$ cat config.mk
export PLATFORM = sky130hd
export DESIGN_NAME = fan_curve_with_hysteresis_core_flat
export DESIGN_NICKNAME = d
export VERILOG_FILES = /design/src/sv/fch_pkg.sv /design/src/sv/fch_req_if.sv /design/src/sv/fch_rsp_if.sv /design/src/sv/fch_csr_if.sv /design/src/sv/fch_datapath.sv /design/src/sv/fch_controller.sv /design/src/sv/fan_curve_with_hysteresis_core.sv /design/src/flat_wrapper.sv
export VERILOG_INCLUDE_DIRS = /design/src /design/src/sv
export SDC_FILE = /design/constraint.sdc
export NUM_CORES = 1
export LEC_CHECK = 0
export BUFFER_PORTS_ARGS = -buffer_cell sky130_fd_sc_hd__buf_2
export CAP_MARGIN = 20
export CORE_ASPECT_RATIO = 1.5
export CORE_MARGIN = 4
export CORE_UTILIZATION = 60
export CTS_CLUSTER_DIAMETER = 120
export DETAILED_ROUTE_END_ITERATION = 10
export GPL_ROUTABILITY_DRIVEN = 0
export PLACE_DENSITY = 0.8
export SYNTH_ARGS = -nofsm -noshare
export SYNTH_HDL_FRONTEND = slang
export SYNTH_SLANG_ARGS = --single-unit
$ cat constraint.sdc
create_clock -name clock -period 27.1 [get_ports clock]
set_clock_uncertainty 0.2 [all_clocks]
set_input_delay 0 -clock clock [delete_from_list [all_inputs] [get_ports clock]]
set_output_delay 0 -clock clock [all_outputs]
set_load 0.01 [all_outputs]
$ cat src/sv/fan_curve_with_hysteresis_core_defines.svh
// Assertion macros shared by the fan curve core.
// Depends on nothing; taken in by the top level with an include.
`ifndef FAN_CURVE_WITH_HYSTERESIS_CORE_DEFINES_SVH
`define FAN_CURVE_WITH_HYSTERESIS_CORE_DEFINES_SVH

// The consequent must hold in the same cycle as the antecedent.
`define FCH_ASSERT_NOW(label, clk, rst, ante, cons) \
   label: assert property (@(posedge clk) disable iff (rst) (ante) |-> (cons)) \
      else $error("fan curve core: same-cycle check failed");

// The consequent must hold in the cycle after the antecedent.
`define FCH_ASSERT_NEXT(label, clk, rst, ante, cons) \
   label: assert property (@(posedge clk) disable iff (rst) (ante) |=> (cons)) \
      else $error("fan curve core: next-cycle check failed");

`endif

$ cat src/sv/fch_pkg.sv
// Shared widths, reset values, codes, types and curve helpers of the fan curve core.
// Depends on nothing; every other file of the core but the defines header imports it.
`default_nettype none

package fch_pkg;

   localparam int FCH_RAW_W        = 8;
   localparam int FCH_TEMP_W       = 7;
   localparam int FCH_FAN_W        = 7;
   localparam int FCH_FRAC_W       = 8;
   localparam int FCH_SMOOTH_W     = 16;
   localparam int FCH_TABLE_W      = 35;
   localparam int FCH_WEIGHT_W     = 9;
   localparam int FCH_REPORT_W     = 8;
   localparam int FCH_CSR_IDX_W    = 3;
   localparam int FCH_CSR_DATA_W   = 35;
   localparam int FCH_CURVE_POINTS = 5;
   localparam int FCH_MAX_POINTS   = 8;
   localparam int FCH_SEG_W        = $clog2(FCH_MAX_POINTS - 1);
   localparam int FCH_DIV_K_W      = $clog2(FCH_FAN_W);
   localparam int FCH_SCALED_W     = FCH_TEMP_W + FCH_FRAC_W;
   localparam int FCH_MUL_A_W      = 18;
   localparam int FCH_MUL_B_W      = 10;
   localparam int FCH_ACC_W        = FCH_MUL_A_W + FCH_MUL_B_W;

   localparam logic [FCH_TEMP_W-1:0]   FCH_TOP_TEMP       = 7'd100;
   localparam logic [FCH_TEMP_W-1:0]   FCH_RST_TEMP_TWO   = 7'd55;
   localparam logic [FCH_TEMP_W-1:0]   FCH_RST_TEMP_THREE = 7'd70;
   localparam logic [FCH_TEMP_W-1:0]   FCH_RST_TEMP_FOUR  = 7'd80;
   localparam logic [FCH_TABLE_W-1:0]  FCH_RST_FAN_TABLE  = 35'd26906591872;
   localparam logic [FCH_TEMP_W-1:0]   FCH_RST_HYSTERESIS = 7'd3;
   localparam logic [FCH_WEIGHT_W-1:0] FCH_RST_WEIGHT     = 9'd26;
   localparam logic [FCH_WEIGHT_W-1:0] FCH_WEIGHT_ONE     = 9'd256;
   localparam logic [FCH_REPORT_W-1:0] FCH_NONE_REPORTED  = 8'hFF;

   typedef enum logic [FCH_CSR_IDX_W-1:0] {
      CSR_TEMP_TWO     = 3'd0,
      CSR_TEMP_THREE   = 3'd1,
      CSR_TEMP_FOUR    = 3'd2,
      CSR_FAN_TABLE    = 3'd3,
      CSR_HYSTERESIS   = 3'd4,
      CSR_SMOOTH_WEIGHT = 3'd5
   } csr_index_type;

   typedef enum logic [3:0] {
      ST_IDLE,
      ST_MUL_SMOOTH,
      ST_BLEND,
      ST_CHECK,
      ST_SEARCH,
      ST_MUL_BASE,
      ST_MUL_SLOPE,
      ST_DIVIDE,
      ST_STORE,
      ST_REPORT
   } ctrl_state_type;

   typedef enum logic [3:0] {
      DP_NOP,
      DP_LOAD,
      DP_MUL_SMOOTH,
      DP_BLEND,
      DP_MARK,
      DP_MUL_BASE,
      DP_MUL_SLOPE,
      DP_DIV_STEP,
      DP_STORE,
      DP_EMIT
   } dp_op_type;

   typedef struct packed {
      dp_op_type              op;
      logic [FCH_SEG_W-1:0]   seg;
      logic [FCH_DIV_K_W-1:0] div_k;
   } dp_cmd_type;

   typedef struct packed {
      logic reeval;
      logic seg_hit;
      logic rsp_free;
   } dp_status_type;

   // Temperature of curve point idx in whole degrees.
   function automatic logic [FCH_TEMP_W-1:0] curve_temp(
      input int unsigned            idx,
      input int unsigned            points,
      input logic [FCH_TEMP_W-1:0]  p2,
      input logic [FCH_TEMP_W-1:0]  p3,
      input logic [FCH_TEMP_W-1:0]  p4
   );
      logic [FCH_TEMP_W-1:0] t;
      if (idx == 0) begin
         t = '0;
      end else if (idx >= points - 1) begin
         t = FCH_TOP_TEMP;
      end else begin
         case (idx)
            1:       t = p2;
            2:       t = p3;
            3:       t = p4;
            default: t = FCH_TOP_TEMP;
         endcase
      end
      return t;
   endfunction

   // Fan percent of curve point idx; points past the table use its last field.
   function automatic logic [FCH_FAN_W-1:0] curve_fan(
      input int unsigned            idx,
      input logic [FCH_TABLE_W-1:0] fan_table
   );
      logic [FCH_FAN_W-1:0] f;
      case (idx)
         0:       f = fan_table[6:0];
         1:       f = fan_table[13:7];
         2:       f = fan_table[20:14];
         3:       f = fan_table[27:21];
         default: f = fan_table[34:28];
      endcase
      return f;
   endfunction

endpackage

`default_nettype wire

$ cat src/sv/fch_req_if.sv
// Request channel of the fan curve core: one raw temperature sample.
// Depends on fch_pkg.
`default_nettype none

interface fch_req_if;
   import fch_pkg::*;

   logic                 valid;
   logic                 ready;
   logic [FCH_RAW_W-1:0] raw_temp;

   modport source (output valid, output raw_temp, input ready);
   modport sink   (input valid, input raw_temp, output ready);
endinterface

`default_nettype wire

$ cat src/sv/fch_rsp_if.sv
// Response channel of the fan curve core: fan percent, smoothed temperature, change flag.
// Depends on fch_pkg.
`default_nettype none

interface fch_rsp_if;
   import fch_pkg::*;

   logic                    valid;
   logic                    ready;
   logic [FCH_FAN_W-1:0]    fan_percent;
   logic [FCH_SMOOTH_W-1:0] smoothed_temp;
   logic                    speed_changed;

   modport source (output valid, output fan_percent, output smoothed_temp,
                   output speed_changed, input ready);
   modport sink   (input valid, input fan_percent, input smoothed_temp,
                   input speed_changed, output ready);
endinterface

`default_nettype wire

$ cat src/sv/fch_csr_if.sv
// Register write channel of the fan curve core: register index and write data.
// Depends on fch_pkg.
`default_nettype none

interface fch_csr_if;
   import fch_pkg::*;

   logic                      valid;
   logic                      ready;
   logic [FCH_CSR_IDX_W-1:0]  index;
   logic [FCH_CSR_DATA_W-1:0] data;

   modport source (output valid, output index, output data, input ready);
   modport sink   (input valid, input index, input data, output ready);
endinterface

`default_nettype wire

$ cat src/sv/fch_datapath.sv
// Datapath of the fan curve core: registers, smoother, shared multiplier, divider.
// Depends on fch_pkg; driven by fch_controller through command and status structs.
`default_nettype none

module fch_datapath #(
   parameter int CURVE_POINTS = fch_pkg::FCH_CURVE_POINTS
) (
   input  wire logic                                clock,
   input  wire logic                                reset,
   input  wire fch_pkg::dp_cmd_type                 cmd,
   output fch_pkg::dp_status_type                   status,
   input  wire logic [fch_pkg::FCH_RAW_W-1:0]       req_raw_temp,
   input  wire logic                                csr_write,
   input  wire logic [fch_pkg::FCH_CSR_IDX_W-1:0]   csr_index,
   input  wire logic [fch_pkg::FCH_CSR_DATA_W-1:0]  csr_data,
   input  wire logic                                rsp_ready,
   output logic                                     rsp_valid,
   output logic [fch_pkg::FCH_FAN_W-1:0]            rsp_fan_percent,
   output logic [fch_pkg::FCH_SMOOTH_W-1:0]         rsp_smoothed_temp,
   output logic                                     rsp_speed_changed
);
   import fch_pkg::*;

   // Register bank.
   logic [FCH_TEMP_W-1:0]   temp_two_ff, temp_two_in;
   logic [FCH_TEMP_W-1:0]   temp_three_ff, temp_three_in;
   logic [FCH_TEMP_W-1:0]   temp_four_ff, temp_four_in;
   logic [FCH_TABLE_W-1:0]  fan_table_ff, fan_table_in;
   logic [FCH_TEMP_W-1:0]   hyst_ff, hyst_in;
   logic [FCH_WEIGHT_W-1:0] weight_ff, weight_in;

   // Controller state kept between requests.
   logic [FCH_SMOOTH_W-1:0] smooth_ff, smooth_in;
   logic                    primed_ff, primed_in;
   logic [FCH_SMOOTH_W-1:0] last_eval_ff, last_eval_in;
   logic [FCH_FAN_W-1:0]    held_ff, held_in;
   logic [FCH_REPORT_W-1:0] last_rep_ff, last_rep_in;

   // Working registers of one request.
   logic [FCH_RAW_W-1:0]    sample_ff, sample_in;
   logic [FCH_ACC_W-1:0]    acc_ff, acc_in;
   logic [FCH_FAN_W-1:0]    quot_ff, quot_in;

   // Response register.
   logic                    rsp_valid_ff, rsp_valid_in;
   logic [FCH_FAN_W-1:0]    rsp_fan_ff, rsp_fan_in;
   logic [FCH_SMOOTH_W-1:0] rsp_temp_ff, rsp_temp_in;
   logic                    rsp_chg_ff, rsp_chg_in;

   logic [FCH_WEIGHT_W-1:0] weight_eff;
   logic [FCH_SMOOTH_W-1:0] sample_q88;
   logic [FCH_SMOOTH_W:0]   sample_diff;
   logic [FCH_ACC_W-1:0]    blend_sum;

   logic [FCH_TEMP_W-1:0]   seg_lo_deg, seg_hi_deg;
   logic [FCH_SCALED_W-1:0] seg_lo, seg_hi, seg_den, seg_off;
   logic [FCH_FAN_W-1:0]    fan_lo, fan_hi;
   logic [FCH_FAN_W:0]      fan_step;

   logic signed [FCH_MUL_A_W-1:0] mul_a;
   logic signed [FCH_MUL_B_W-1:0] mul_b;
   logic signed [FCH_ACC_W-1:0]   product;

   logic [FCH_ACC_W-1:0]    div_trial;
   logic                    div_fits;

   // Register writes.
   always_comb begin
      temp_two_in   = temp_two_ff;
      temp_three_in = temp_three_ff;
      temp_four_in  = temp_four_ff;
      fan_table_in  = fan_table_ff;
      hyst_in       = hyst_ff;
      weight_in     = weight_ff;
      if (csr_write) begin
         unique case (csr_index_type'(csr_index))
            CSR_TEMP_TWO:      temp_two_in   = csr_data[FCH_TEMP_W-1:0];
            CSR_TEMP_THREE:    temp_three_in = csr_data[FCH_TEMP_W-1:0];
            CSR_TEMP_FOUR:     temp_four_in  = csr_data[FCH_TEMP_W-1:0];
            CSR_FAN_TABLE:     fan_table_in  = csr_data[FCH_TABLE_W-1:0];
            CSR_HYSTERESIS:    hyst_in       = csr_data[FCH_TEMP_W-1:0];
            CSR_SMOOTH_WEIGHT: weight_in     = csr_data[FCH_WEIGHT_W-1:0];
            default: ;
         endcase
      end
   end

   // Weights above one behave as one.
   assign weight_eff  = (weight_ff > FCH_WEIGHT_ONE) ? FCH_WEIGHT_ONE : weight_ff;
   assign sample_q88  = {sample_ff, {FCH_FRAC_W{1'b0}}};
   assign sample_diff = {1'b0, sample_q88} - {1'b0, smooth_ff};
   assign blend_sum   = {{(FCH_ACC_W - FCH_SMOOTH_W - FCH_FRAC_W){1'b0}}, smooth_ff,
                         {FCH_FRAC_W{1'b0}}} + acc_ff;

   // Segment selected by the controller, in Q7.8 degrees.
   assign seg_lo_deg = curve_temp(int'(cmd.seg), CURVE_POINTS,
                                  temp_two_ff, temp_three_ff, temp_four_ff);
   assign seg_hi_deg = curve_temp(int'(cmd.seg) + 1, CURVE_POINTS,
                                  temp_two_ff, temp_three_ff, temp_four_ff);
   assign seg_lo     = {seg_lo_deg, {FCH_FRAC_W{1'b0}}};
   assign seg_hi     = {seg_hi_deg, {FCH_FRAC_W{1'b0}}};
   assign seg_den    = seg_hi - seg_lo;
   assign seg_off    = smooth_ff[FCH_SCALED_W-1:0] - seg_lo;
   assign fan_lo     = curve_fan(int'(cmd.seg), fan_table_ff);
   assign fan_hi     = curve_fan(int'(cmd.seg) + 1, fan_table_ff);
   assign fan_step   = {1'b0, fan_hi} - {1'b0, fan_lo};

   // One shared signed multiplier.
   always_comb begin
      mul_a = '0;
      mul_b = '0;
      case (cmd.op)
         DP_MUL_SMOOTH: begin
            mul_a = {{(FCH_MUL_A_W - FCH_SMOOTH_W - 1){sample_diff[FCH_SMOOTH_W]}},
                     sample_diff};
            mul_b = {{(FCH_MUL_B_W - FCH_WEIGHT_W){1'b0}}, weight_eff};
         end
         DP_MUL_BASE: begin
            mul_a = {{(FCH_MUL_A_W - FCH_SCALED_W){1'b0}}, seg_den};
            mul_b = {{(FCH_MUL_B_W - FCH_FAN_W){1'b0}}, fan_lo};
         end
         DP_MUL_SLOPE: begin
            mul_a = {{(FCH_MUL_A_W - FCH_SCALED_W){1'b0}}, seg_off};
            mul_b = {{(FCH_MUL_B_W - FCH_FAN_W - 1){fan_step[FCH_FAN_W]}}, fan_step};
         end
         default: ;
      endcase
   end

   assign product = mul_a * mul_b;

   // Restoring division: one quotient bit per step, most significant first.
   assign div_trial = {{(FCH_ACC_W - FCH_SCALED_W){1'b0}}, seg_den} << cmd.div_k;
   assign div_fits  = (acc_ff >= div_trial);

   always_comb begin
      smooth_in    = smooth_ff;
      primed_in    = primed_ff;
      last_eval_in = last_eval_ff;
      held_in      = held_ff;
      last_rep_in  = last_rep_ff;
      sample_in    = sample_ff;
      acc_in       = acc_ff;
      quot_in      = quot_ff;
      rsp_valid_in = rsp_valid_ff && !rsp_ready;
      rsp_fan_in   = rsp_fan_ff;
      rsp_temp_in  = rsp_temp_ff;
      rsp_chg_in   = rsp_chg_ff;
      case (cmd.op)
         DP_LOAD:       sample_in = req_raw_temp;
         DP_MUL_SMOOTH: acc_in    = $unsigned(product);
         DP_BLEND: begin
            smooth_in = primed_ff ? blend_sum[FCH_SMOOTH_W+FCH_FRAC_W-1:FCH_FRAC_W]
                                  : sample_q88;
            primed_in = 1'b1;
         end
         DP_MARK:       last_eval_in = smooth_ff;
         DP_MUL_BASE:   acc_in = $unsigned(product);
         DP_MUL_SLOPE: begin
            acc_in  = acc_ff + $unsigned(product);
            quot_in = '0;
         end
         DP_DIV_STEP: begin
            if (div_fits) begin
               acc_in = acc_ff - div_trial;
            end
            quot_in = {quot_ff[FCH_FAN_W-2:0], div_fits};
         end
         DP_STORE:      held_in = quot_ff;
         DP_EMIT: begin
            rsp_valid_in = 1'b1;
            rsp_fan_in   = held_ff;
            rsp_temp_in  = smooth_ff;
            rsp_chg_in   = ({1'b0, held_ff} != last_rep_ff);
            last_rep_in  = {1'b0, held_ff};
         end
         default: ;
      endcase
   end

   always_ff @(posedge clock) begin
      if (reset) begin
         temp_two_ff   <= FCH_RST_TEMP_TWO;
         temp_three_ff <= FCH_RST_TEMP_THREE;
         temp_four_ff  <= FCH_RST_TEMP_FOUR;
         fan_table_ff  <= FCH_RST_FAN_TABLE;
         hyst_ff       <= FCH_RST_HYSTERESIS;
         weight_ff     <= FCH_RST_WEIGHT;
         smooth_ff     <= '0;
         primed_ff     <= 1'b0;
         last_eval_ff  <= '0;
         held_ff       <= '0;
         last_rep_ff   <= FCH_NONE_REPORTED;
         rsp_valid_ff  <= 1'b0;
      end else begin
         temp_two_ff   <= temp_two_in;
         temp_three_ff <= temp_three_in;
         temp_four_ff  <= temp_four_in;
         fan_table_ff  <= fan_table_in;
         hyst_ff       <= hyst_in;
         weight_ff     <= weight_in;
         smooth_ff     <= smooth_in;
         primed_ff     <= primed_in;
         last_eval_ff  <= last_eval_in;
         held_ff       <= held_in;
         last_rep_ff   <= last_rep_in;
         rsp_valid_ff  <= rsp_valid_in;
      end
   end

   always_ff @(posedge clock) begin
      sample_ff   <= sample_in;
      acc_ff      <= acc_in;
      quot_ff     <= quot_in;
      rsp_fan_ff  <= rsp_fan_in;
      rsp_temp_ff <= rsp_temp_in;
      rsp_chg_ff  <= rsp_chg_in;
   end

   // Re-evaluate on any rise, or on a fall larger than the hysteresis.
   always_comb begin
      status.reeval   = (smooth_ff > last_eval_ff) ||
                        ((last_eval_ff > smooth_ff) &&
                         ((last_eval_ff - smooth_ff) > {1'b0, hyst_ff, {FCH_FRAC_W{1'b0}}}));
      status.seg_hit  = ({1'b0, seg_lo} <= smooth_ff) && (smooth_ff < {1'b0, seg_hi});
      status.rsp_free = !rsp_valid_ff || rsp_ready;
   end

   assign rsp_valid         = rsp_valid_ff;
   assign rsp_fan_percent   = rsp_fan_ff;
   assign rsp_smoothed_temp = rsp_temp_ff;
   assign rsp_speed_changed = rsp_chg_ff;

endmodule

`default_nettype wire

$ cat src/sv/fch_controller.sv
// Sequencing state machine of the fan curve core.
// Depends on fch_pkg; commands fch_datapath and reads its status.
`default_nettype none

module fch_controller #(
   parameter int CURVE_POINTS = fch_pkg::FCH_CURVE_POINTS
) (
   input  wire logic                   clock,
   input  wire logic                   reset,
   input  wire logic                   req_valid,
   output logic                        req_ready,
   input  wire fch_pkg::dp_status_type status,
   output fch_pkg::dp_cmd_type         cmd
);
   import fch_pkg::*;

   localparam logic [FCH_SEG_W-1:0]   LAST_SEG = FCH_SEG_W'(CURVE_POINTS - 2);
   localparam logic [FCH_DIV_K_W-1:0] DIV_TOP  = FCH_DIV_K_W'(FCH_FAN_W - 1);

   ctrl_state_type         state_ff, state_in;
   logic [FCH_SEG_W-1:0]   seg_ff, seg_in;
   logic [FCH_DIV_K_W-1:0] div_k_ff, div_k_in;

   always_ff @(posedge clock) begin
      if (reset) begin
         state_ff <= ST_IDLE;
         seg_ff   <= '0;
         div_k_ff <= '0;
      end else begin
         state_ff <= state_in;
         seg_ff   <= seg_in;
         div_k_ff <= div_k_in;
      end
   end

   always_comb begin
      state_in  = state_ff;
      seg_in    = seg_ff;
      div_k_in  = div_k_ff;
      req_ready = 1'b0;
      cmd.op    = DP_NOP;
      cmd.seg   = seg_ff;
      cmd.div_k = div_k_ff;
      unique case (state_ff)
         ST_IDLE: begin
            req_ready = 1'b1;
            if (req_valid) begin
               cmd.op   = DP_LOAD;
               state_in = ST_MUL_SMOOTH;
            end
         end
         ST_MUL_SMOOTH: begin
            cmd.op   = DP_MUL_SMOOTH;
            state_in = ST_BLEND;
         end
         ST_BLEND: begin
            cmd.op   = DP_BLEND;
            state_in = ST_CHECK;
         end
         ST_CHECK: begin
            if (status.reeval) begin
               cmd.op   = DP_MARK;
               seg_in   = '0;
               state_in = ST_SEARCH;
            end else begin
               state_in = ST_REPORT;
            end
         end
         ST_SEARCH: begin
            if (status.seg_hit) begin
               state_in = ST_MUL_BASE;
            end else if (seg_ff == LAST_SEG) begin
               state_in = ST_REPORT;
            end else begin
               seg_in = seg_ff + 1'b1;
            end
         end
         ST_MUL_BASE: begin
            cmd.op   = DP_MUL_BASE;
            state_in = ST_MUL_SLOPE;
         end
         ST_MUL_SLOPE: begin
            cmd.op   = DP_MUL_SLOPE;
            div_k_in = DIV_TOP;
            state_in = ST_DIVIDE;
         end
         ST_DIVIDE: begin
            cmd.op = DP_DIV_STEP;
            if (div_k_ff == '0) begin
               state_in = ST_STORE;
            end else begin
               div_k_in = div_k_ff - 1'b1;
            end
         end
         ST_STORE: begin
            cmd.op   = DP_STORE;
            state_in = ST_REPORT;
         end
         ST_REPORT: begin
            if (status.rsp_free) begin
               cmd.op   = DP_EMIT;
               state_in = ST_IDLE;
            end
         end
         default: state_in = ST_IDLE;
      endcase
   end

endmodule

`default_nettype wire

$ cat src/sv/fan_curve_with_hysteresis_core.sv
// Top level of the fan curve core: controller, datapath, channel wiring and checks.
// Depends on fch_pkg, the three channel interfaces, fch_controller and fch_datapath.
//
//   Channel   Direction  Carries
//   req_port  in         raw_temp (whole degrees)
//   rsp_port  out        fan_percent, smoothed_temp (Q8.8), speed_changed
//   csr_port  in         index, data (register write, ready whenever out of reset)
//
// One request is in flight at a time; a new one is taken only once the last is reported.
// A request that does not re-evaluate the curve goes from smoothing and the hysteresis
// check straight to the report; one that re-evaluates also scans the segments from the
// first, and on a match multiplies and runs the seven-step divider before it is stored.
// Reset is synchronous and active high; both input channels are held not ready while it
// is high, and a request can be taken at the first rising edge after it falls.
// A stalled response holds in its register and the request channel stays ready for one
// more request, which then waits for the response register before it is delivered.
`include "fan_curve_with_hysteresis_core_defines.svh"
`default_nettype none

module fan_curve_with_hysteresis_core #(
   parameter int CURVE_POINTS = fch_pkg::FCH_CURVE_POINTS
) (
   input wire logic  clock,
   input wire logic  reset,
   fch_req_if.sink   req_port,
   fch_rsp_if.source rsp_port,
   fch_csr_if.sink   csr_port
);
   import fch_pkg::*;

   dp_cmd_type    dp_cmd;
   dp_status_type dp_status;
   logic          ctrl_req_ready;

   // The sequencer walks each request through smoothing, the hysteresis test, the
   // segment scan and the interpolation divide.
   fch_controller #(
      .CURVE_POINTS (CURVE_POINTS)
   ) u_controller (
      .clock     (clock),
      .reset     (reset),
      .req_valid (req_port.valid),
      .req_ready (ctrl_req_ready),
      .status    (dp_status),
      .cmd       (dp_cmd)
   );

   // The datapath holds the register bank, the smoother and curve state, and the
   // response register that decouples the response channel from the sequencer.
   fch_datapath #(
      .CURVE_POINTS (CURVE_POINTS)
   ) u_datapath (
      .clock             (clock),
      .reset             (reset),
      .cmd               (dp_cmd),
      .status            (dp_status),
      .req_raw_temp      (req_port.raw_temp),
      .csr_write         (csr_port.valid),
      .csr_index         (csr_port.index),
      .csr_data          (csr_port.data),
      .rsp_ready         (rsp_port.ready),
      .rsp_valid         (rsp_port.valid),
      .rsp_fan_percent   (rsp_port.fan_percent),
      .rsp_smoothed_temp (rsp_port.smoothed_temp),
      .rsp_speed_changed (rsp_port.speed_changed)
   );

   // Nothing is taken while reset is high, since the registers ignore it then.
   assign req_port.ready = ctrl_req_ready && !reset;

   // Register writes are taken in any cycle out of reset.
   assign csr_port.ready = !reset;

   // Once a request is taken the sequencer is busy for at least the following cycle.
   `FCH_ASSERT_NEXT(a_single_request, clock, reset, req_port.valid && req_port.ready, !req_port.ready)
   // A response is only loaded when the response register is free or being emptied.
   `FCH_ASSERT_NOW(a_emit_into_free_slot, clock, reset, dp_cmd.op == DP_EMIT, dp_status.rsp_free)
   // Loading a response always presents it on the channel in the next cycle.
   `FCH_ASSERT_NEXT(a_emit_shows_valid, clock, reset, dp_cmd.op == DP_EMIT, rsp_port.valid)

endmodule

`default_nettype wire

$ cat src/flat_wrapper.sv
// flat-port wrapper written by rule: the top's interface ports become plain ports
module fan_curve_with_hysteresis_core_flat import fch_pkg::*;
#(
   parameter int CURVE_POINTS = fch_pkg::FCH_CURVE_POINTS
)
  (clock, reset, req_port_valid, req_port_raw_temp, req_port_ready, rsp_port_valid, rsp_port_fan_percent, rsp_port_smoothed_temp, rsp_port_speed_changed, rsp_port_ready, csr_port_valid, csr_port_index, csr_port_data, csr_port_ready);
  fch_req_if req_port_i ();
  fch_rsp_if rsp_port_i ();
  fch_csr_if csr_port_i ();
  input wire logic clock;
  input wire logic reset;
  input wire logic [$bits(req_port_i.valid)-1:0] req_port_valid;
  input wire logic [$bits(req_port_i.raw_temp)-1:0] req_port_raw_temp;
  output wire logic [$bits(req_port_i.ready)-1:0] req_port_ready;
  output wire logic [$bits(rsp_port_i.valid)-1:0] rsp_port_valid;
  output wire logic [$bits(rsp_port_i.fan_percent)-1:0] rsp_port_fan_percent;
  output wire logic [$bits(rsp_port_i.smoothed_temp)-1:0] rsp_port_smoothed_temp;
  output wire logic [$bits(rsp_port_i.speed_changed)-1:0] rsp_port_speed_changed;
  input wire logic [$bits(rsp_port_i.ready)-1:0] rsp_port_ready;
  input wire logic [$bits(csr_port_i.valid)-1:0] csr_port_valid;
  input wire logic [$bits(csr_port_i.index)-1:0] csr_port_index;
  input wire logic [$bits(csr_port_i.data)-1:0] csr_port_data;
  output wire logic [$bits(csr_port_i.ready)-1:0] csr_port_ready;
  assign req_port_i.valid = req_port_valid;
  assign req_port_i.raw_temp = req_port_raw_temp;
  assign req_port_ready = req_port_i.ready;
  assign rsp_port_valid = rsp_port_i.valid;
  assign rsp_port_fan_percent = rsp_port_i.fan_percent;
  assign rsp_port_smoothed_temp = rsp_port_i.smoothed_temp;
  assign rsp_port_speed_changed = rsp_port_i.speed_changed;
  assign rsp_port_i.ready = rsp_port_ready;
  assign csr_port_i.valid = csr_port_valid;
  assign csr_port_i.index = csr_port_index;
  assign csr_port_i.data = csr_port_data;
  assign csr_port_ready = csr_port_i.ready;
  fan_curve_with_hysteresis_core #(.CURVE_POINTS(CURVE_POINTS)) u_core (.clock(clock), .reset(reset), .req_port(req_port_i), .rsp_port(rsp_port_i), .csr_port(csr_port_i));
endmodule
# --- Yosys cells after proc, flatten, opt, wreduce, memory -nomap -nowiden ---
# Index checks and enable logic that the tools add are counted.
# W data, S select, Z words.
totals:
  reg_bits: 198
  input_bits: 51
  out_inout_bits: 27
  elab_cells: 145
classes:
  addsub: 11
  multipliers: 1
  magnitude_cmp: 9
  eq_ne: 39
  shift: 1
  mux: 34
  reduce_logical: 29
ops:
  columns: ["op", "count"]
  rows:
  - ["$pmux W28 S3", 1]
  - ["$pmux W7 S4", 2]
  - ["$pmux W18 S3", 1]
  - ["$pmux W7 S3", 2]
  - ["$pmux W4 S10", 1]
  - ["$pmux W4 S9", 1]
  - ["$eq A4 B3 Y1 const B", 8]
  - ["$ge A32 B3 Y1 const B", 1]
  - ["$gt A16 B16 Y1", 2]
  - ["$logic_not A32 Y1", 1]
  - ["$pmux W10 S3", 1]
  - ["$sub A15 B15 Y15", 2]
  - ["$add A28 B28 Y28", 1]
  - ["$ge A28 B28 Y1", 1]
  - ["$mul A18 B10 Y28", 1]
  - ["$mux W28", 1]
  - ["$mux W4", 7]
  - ["$mux W7", 4]
  - ["$shl A15 B3 Y28", 1]
  - ["$sub A28 B28 Y28", 1]
  - ["$add A24 B24 Y24", 1]
  - ["$eq A4 B2 Y1 const B", 6]
  - ["$sub A16 B16 Y17", 1]
  - ["$eq A4 B4 Y1 const B", 4]
  - ["other kinds (34)", 72]

# --- Longest topological paths before layout ---
logic_depth:
  depth_word: 11
  ltp_mapped: 50
  depth_no_buf: 46

# --- Modules after synthesis ---
# Synthesis repeated with hierarchy kept, for this count alone.
unflattened:
  hier_cells: 2385
  hier_area_um2: 20379.5
modules_own_cells:
  columns: ["module", "n_inst", "cells_per_inst", "area_each_um2", "seq_area_each_um2"]
  rows:
  - ["fch_datapath", 1, 2287, 19606.3, 4434.3]
  - ["fch_controller", 1, 96, 763.2, 200.2]
  - ["fan_curve_with_hysteresis_core", 1, 2, 10.0, 0.0]

# --- Worst setup path after synthesis ---
# OpenSTA, ideal clock, no wires.
synth_path:
  kind: "flip-flop to flip-flop"
  start: "register u_core.u_controller.seg_ff[0]"
  end: "register u_core.u_datapath.acc_ff[25], data pin"
  setup_time_ns: 0.258
  arrival_time_ns: 10.203
  required_time_ns: 26.642
  slack_ns: 16.439
  stages_incl_launch_ff: 45
  path_buffers: 3
  period_less_slack_ns: 10.661
  cell_sequence: "dfxtp_1 inv_1 ha_1 buf_2 or3_1 clkbuf_1 o21ai_1 nor2_1 a221oi_1 ha_1 nor2b_1 o21ai_0 a21boi_0 o21ai_0 a21boi_0 o21ai_0 nor3b_2 a21oi_1 [9 not listed] inv_1 ha_1 inv_1 a21oi_1 or2_2 a41oi_1 o21ai_1 a211oi_1 xor2_1 inv_1 ha_1 a21o_1 a21o_1 nor4_1 o31ai_1 or3_1 a32oi_1 nand2_1"
synth_between:
  elab_chain_cells: 10
  word_cells_on_any_way: 30
  cone_classes: "add/sub (6); mul (1); order compare (2); eq/ne (6); shift (1); mux (12); reduce/logical (2)"
synth_lines:
  columns: ["item", "line", "text"]
  rows:
  - ["start, declared", "fch_controller.sv:21", "logic [FCH_SEG_W-1:0] seg_ff, seg_in;"]
  - ["start signal, assigned", "fch_controller.sv:31", "seg_ff <= seg_in;"]
  - ["branches (longest 9 deep; another with $ge A32 B3 Y1)", null, null]
  - ["$pmux W28 S3 (*)", "fch_datapath.sv:149", "case (cmd.op)"]
  - ["via u_core.u_datapath.acc_in[25]", "fch_datapath.sv:41", "logic [FCH_ACC_W-1:0] acc_ff, acc_in;"]
  - ["end signal, assigned", "fch_datapath.sv:213", "acc_ff <= acc_in;"]
  - ["end, declared", "fch_datapath.sv:41", null]
# Mark *: on every way through the listed nets, which the timed path passes. The select of a mux whose other input is x is not followed.
# A chain may end at the register's enable or synchronous reset.

# --- Worst setup path after layout ---
layout_path:
  start: "register u_core.u_controller.seg_ff[0]"
  end: "register u_core.u_datapath.acc_ff[27], data pin"
# The elaborated chain is that of the path after synthesis.

==> summary.txt <==
Placed design
  • Post-DP HPWL: 45.42 mm
  • Port Buffer Count: 77
  • Placement Cell Area: 20960 um2

Timing
  • RSZ-0062 raised after global routing: false
  • Fmax achieved: 0.08385 GHz
  • Slew of the pin with the lowest slew margin: 1.158 ns
  • Setup TNS: 0 ns
  • Tcrit/Tclk final: 44.01%
  • Slew HR: 22.28%
  • Final setup viols: 0
  • Fin. Hold Viols: 0
  • Final Slew Violations: 0
  • Post-layout min period: 11.93 ns

Detailed routing
  • Post-DRT Antenna Nets: 0
  • Drt via density: 6.408
  • DR WL/cell: 20.69 um
  • Drt drc: 0
  • Total wire length: 60.48 mm
  • Total number of vias: 18730
  • DR pass1 iterations: 10
  • Initial DRC count: 1542

Global route
  • Initial antenna violation count: 1
  • Gr ovfl total: 0
  • Largest net degree at the start of global routing: 96
  • Vias in the first global route: 18850
  • M3 GR Usage: 5.192%
  • GRT Total Usage: 33.19%
  • GR Util met2: 57.30%
  • Grt peak-use layer: met2
  • Global-route met1 utilization: 36.37%
  • First-pass GRT wire length: 95.75 mm

Worst setup path
  • CP delay by family, top: compound AO/OA/AOI/OAI gates
  • Critical Path Max Stage Delay: 0.57 ns
  • CP max FO: 17
  • Crit path max-delay cell type: or3_1
  • Critical Path RT: 27.20 ns
  • Startpoint types: flip-flop
  • Critical path endpoint category: flip-flop
  • RR Startpoint: u_core.u_controller.seg_ff[0]
  • Crit path kind: reg -> reg
  • Crit path from: u_core.u_controller.seg_ff[0]
  • Buffers & Inverters on Critical Path: 6
  • Data arrival, critical path: 12.02 ns

Job
  • Max_cap viols: 0

Synth
  • Post-synth ARST share: 0%
  • Post-synth top cells: nand2_1 (334), inv_1 (259), ha_1 (189)
  • Synth top area share: 15.70%
  • Cell variety after synth: 83
  • Synth Cell Area: 20150 um2
  • Register area share after synthesis: 23.00%
  • Post-synth top area cell: fa_1
  • Mapped Cells: 2391
  • Main synth FF type: dfxtp_1
  • Most common cell in the netlist: nand2_1
  • Number of flops mapped to enable cells by yosys: 67
  • Yosys warns: 0
  • Yosys reg bits: 198
  • Mean Syn Cell Area: 8.428 um2
  • Synth area leaders: fa_1 (16%), dfxtp_1 (13%), ha_1 (12%)
  • Synth Net Count: 2789

Status
  • Status: finished, final reports clean

Die
  • Initial core utilization: 61.37%
  • Die width: 157.6 um
  • Die area: 36640 um2
  • I/O pin count: 78
  • CORE AREA: 32840 um2
  • # rows: 81
  • Die Ht: 232.5 um

Power
  • Peak supply drop: 0.05633 mV
  • Leak pwr: 10.04 nW
  • Cell Pwr Density: 45.59 nW/um2
  • Final total power: 0.001015 W

Clock tree
  • Post-CTS setup buffers: 0
  • TritonCTS Buffers: 17
  • CTS tree: done
  • CTS max path bufs: 2
  • Clock sink count: 198
  • Reg clk slew, reported paths: 0.08 ns
  • Clock root buffer: clkbuf_16
  • Post-cts hold buffer count: 62
  • H-tree lvl count: 4
  • Clock latency on the worst-skew pair: 0.47 ns
  • Post_cts resized: 0

Finish
  • Nets@finish: 2893
  • Multi-input logic area: 14180 um2
  • Final instance area: 22260 um2
  • Synthesis-to-finish area growth: 10.47%
  • FF/Latch Area: 4634 um2
  • Layout cells sized above 1: 7.257%
  • N_diodes: 0
  • Core Util, Final: 67.79%
  • Fillers: 2681

Hold path
  • Hold wc startpoint: req_port_raw_temp[3]
  • Hold crit path type: in -> reg
layout make-up:
class                      count  area share, %
clock buffer                  18          1.973
clock inverter                14         0.9161
inverter                     263          4.435
multi-input combinational   1839          63.68
sequential                   198          20.82
tap                          415          2.333
timing repair buffer         176          5.845
power breakdown:
part	total [W]	leakage, nW	internal (W)	switching, W
clock	0.000275	0.302	0.000137	0.000137
combinational	0.000388	8.05	0.000149	0.000239
sequential	0.000353	1.69	0.000325	0.0000274
sequential cells by signal, indices dropped and copies added (netlist names):
name / cells
u_core.u_datapath.fan_table_ff: 35
u_core.u_datapath.acc_ff: 28
u_core.u_datapath.last_eval_ff: 16
u_core.u_datapath.rsp_smoothed_temp: 16
u_core.u_datapath.smooth_ff: 16
u_core.u_datapath.weight_ff: 9
u_core.u_datapath.last_rep_ff: 8
u_core.u_datapath.sample_ff: 8
u_core.u_datapath.held_ff: 7
u_core.u_datapath.hyst_ff: 7
u_core.u_datapath.quot_ff: 7
u_core.u_datapath.rsp_fan_percent: 7
u_core.u_datapath.temp_four_ff: 7
u_core.u_datapath.temp_three_ff: 7
u_core.u_datapath.temp_two_ff: 7
u_core.u_controller.state_ff: 4
u_core.u_controller.div_k_ff: 3
u_core.u_controller.seg_ff: 3
u_core.u_datapath.primed_ff: 1
u_core.u_datapath.rsp_speed_changed: 1
u_core.u_datapath.rsp_valid: 1
worst register-to-register path: cells and delay by family (launching register included):
family | cells | cell delay [ns]
buf+inv | 6 | 0.56
compound gates | 17 | 4.04
flops | 1 | 0.42
simple gates | 7 | 2.01
fa+ha+maj | 9 | 4.03
xor+xnor | 2 | 0.51
placed cells by master (no fill, tap or decap), drive strengths merged, types with 40 or more instances in the layout:
cell type / n
fa: 158
nand3: 72
nor2: 156
nor3: 40
inv: 265
ha: 189
a21oi: 174
dfxtp: 131
xnor2: 64
o21ai: 117
xor2: 42
dlygate4sd3: 62
a21o: 59
edfxtp: 67
nand2: 334
buf: 114
nor2b: 50
through the flow:
stage / instances / hold slack [ns] / setup slack [ns]
finish: 2923 / 0.04068 / 15.17
global route: 2923 / 0.05633 / 14.37
CTS: 2921 / 0.04050 / 15.28
detailed placement: 2827 / -0.02166 / 15.40
global placement: 2825 / -0.02299 / 15.76
floorplan: 2391 / -0.1011 / 16.44
path summary, 6_finish.rpt:
check,end,slack [ns],cells past startpoint
max,u_core.u_datapath.acc_ff[27],15.17,41
min reg2reg,u_core.u_datapath.last_rep_ff[7],0.25,2
max reg2reg,u_core.u_datapath.acc_ff[27],15.17,41
min,u_core.u_datapath.sample_ff[3],0.04,2
kinds of logic (layout without fill, tap and decap cells):
group	Yosys count	after routing	synth area share, %
xor gates and xnor gates	107	107	4.756
adders and majority gates	347	347	27.43
muxes	32	32	1.602
and+or+nand+nor	782	782	17.84
DFF	198	198	23.00
buffers and inverters	354	471	6.681
AOI/OAI and AO/OA	571	571	18.69
routing by layer:
layer	part of all wire [%]	vias up
li1	-	8469
met1	34	8935
met2	50	989
met3	7.5	337
met4	9.1	2
met5	0.012	-
(Power assumes the default switching activity.)
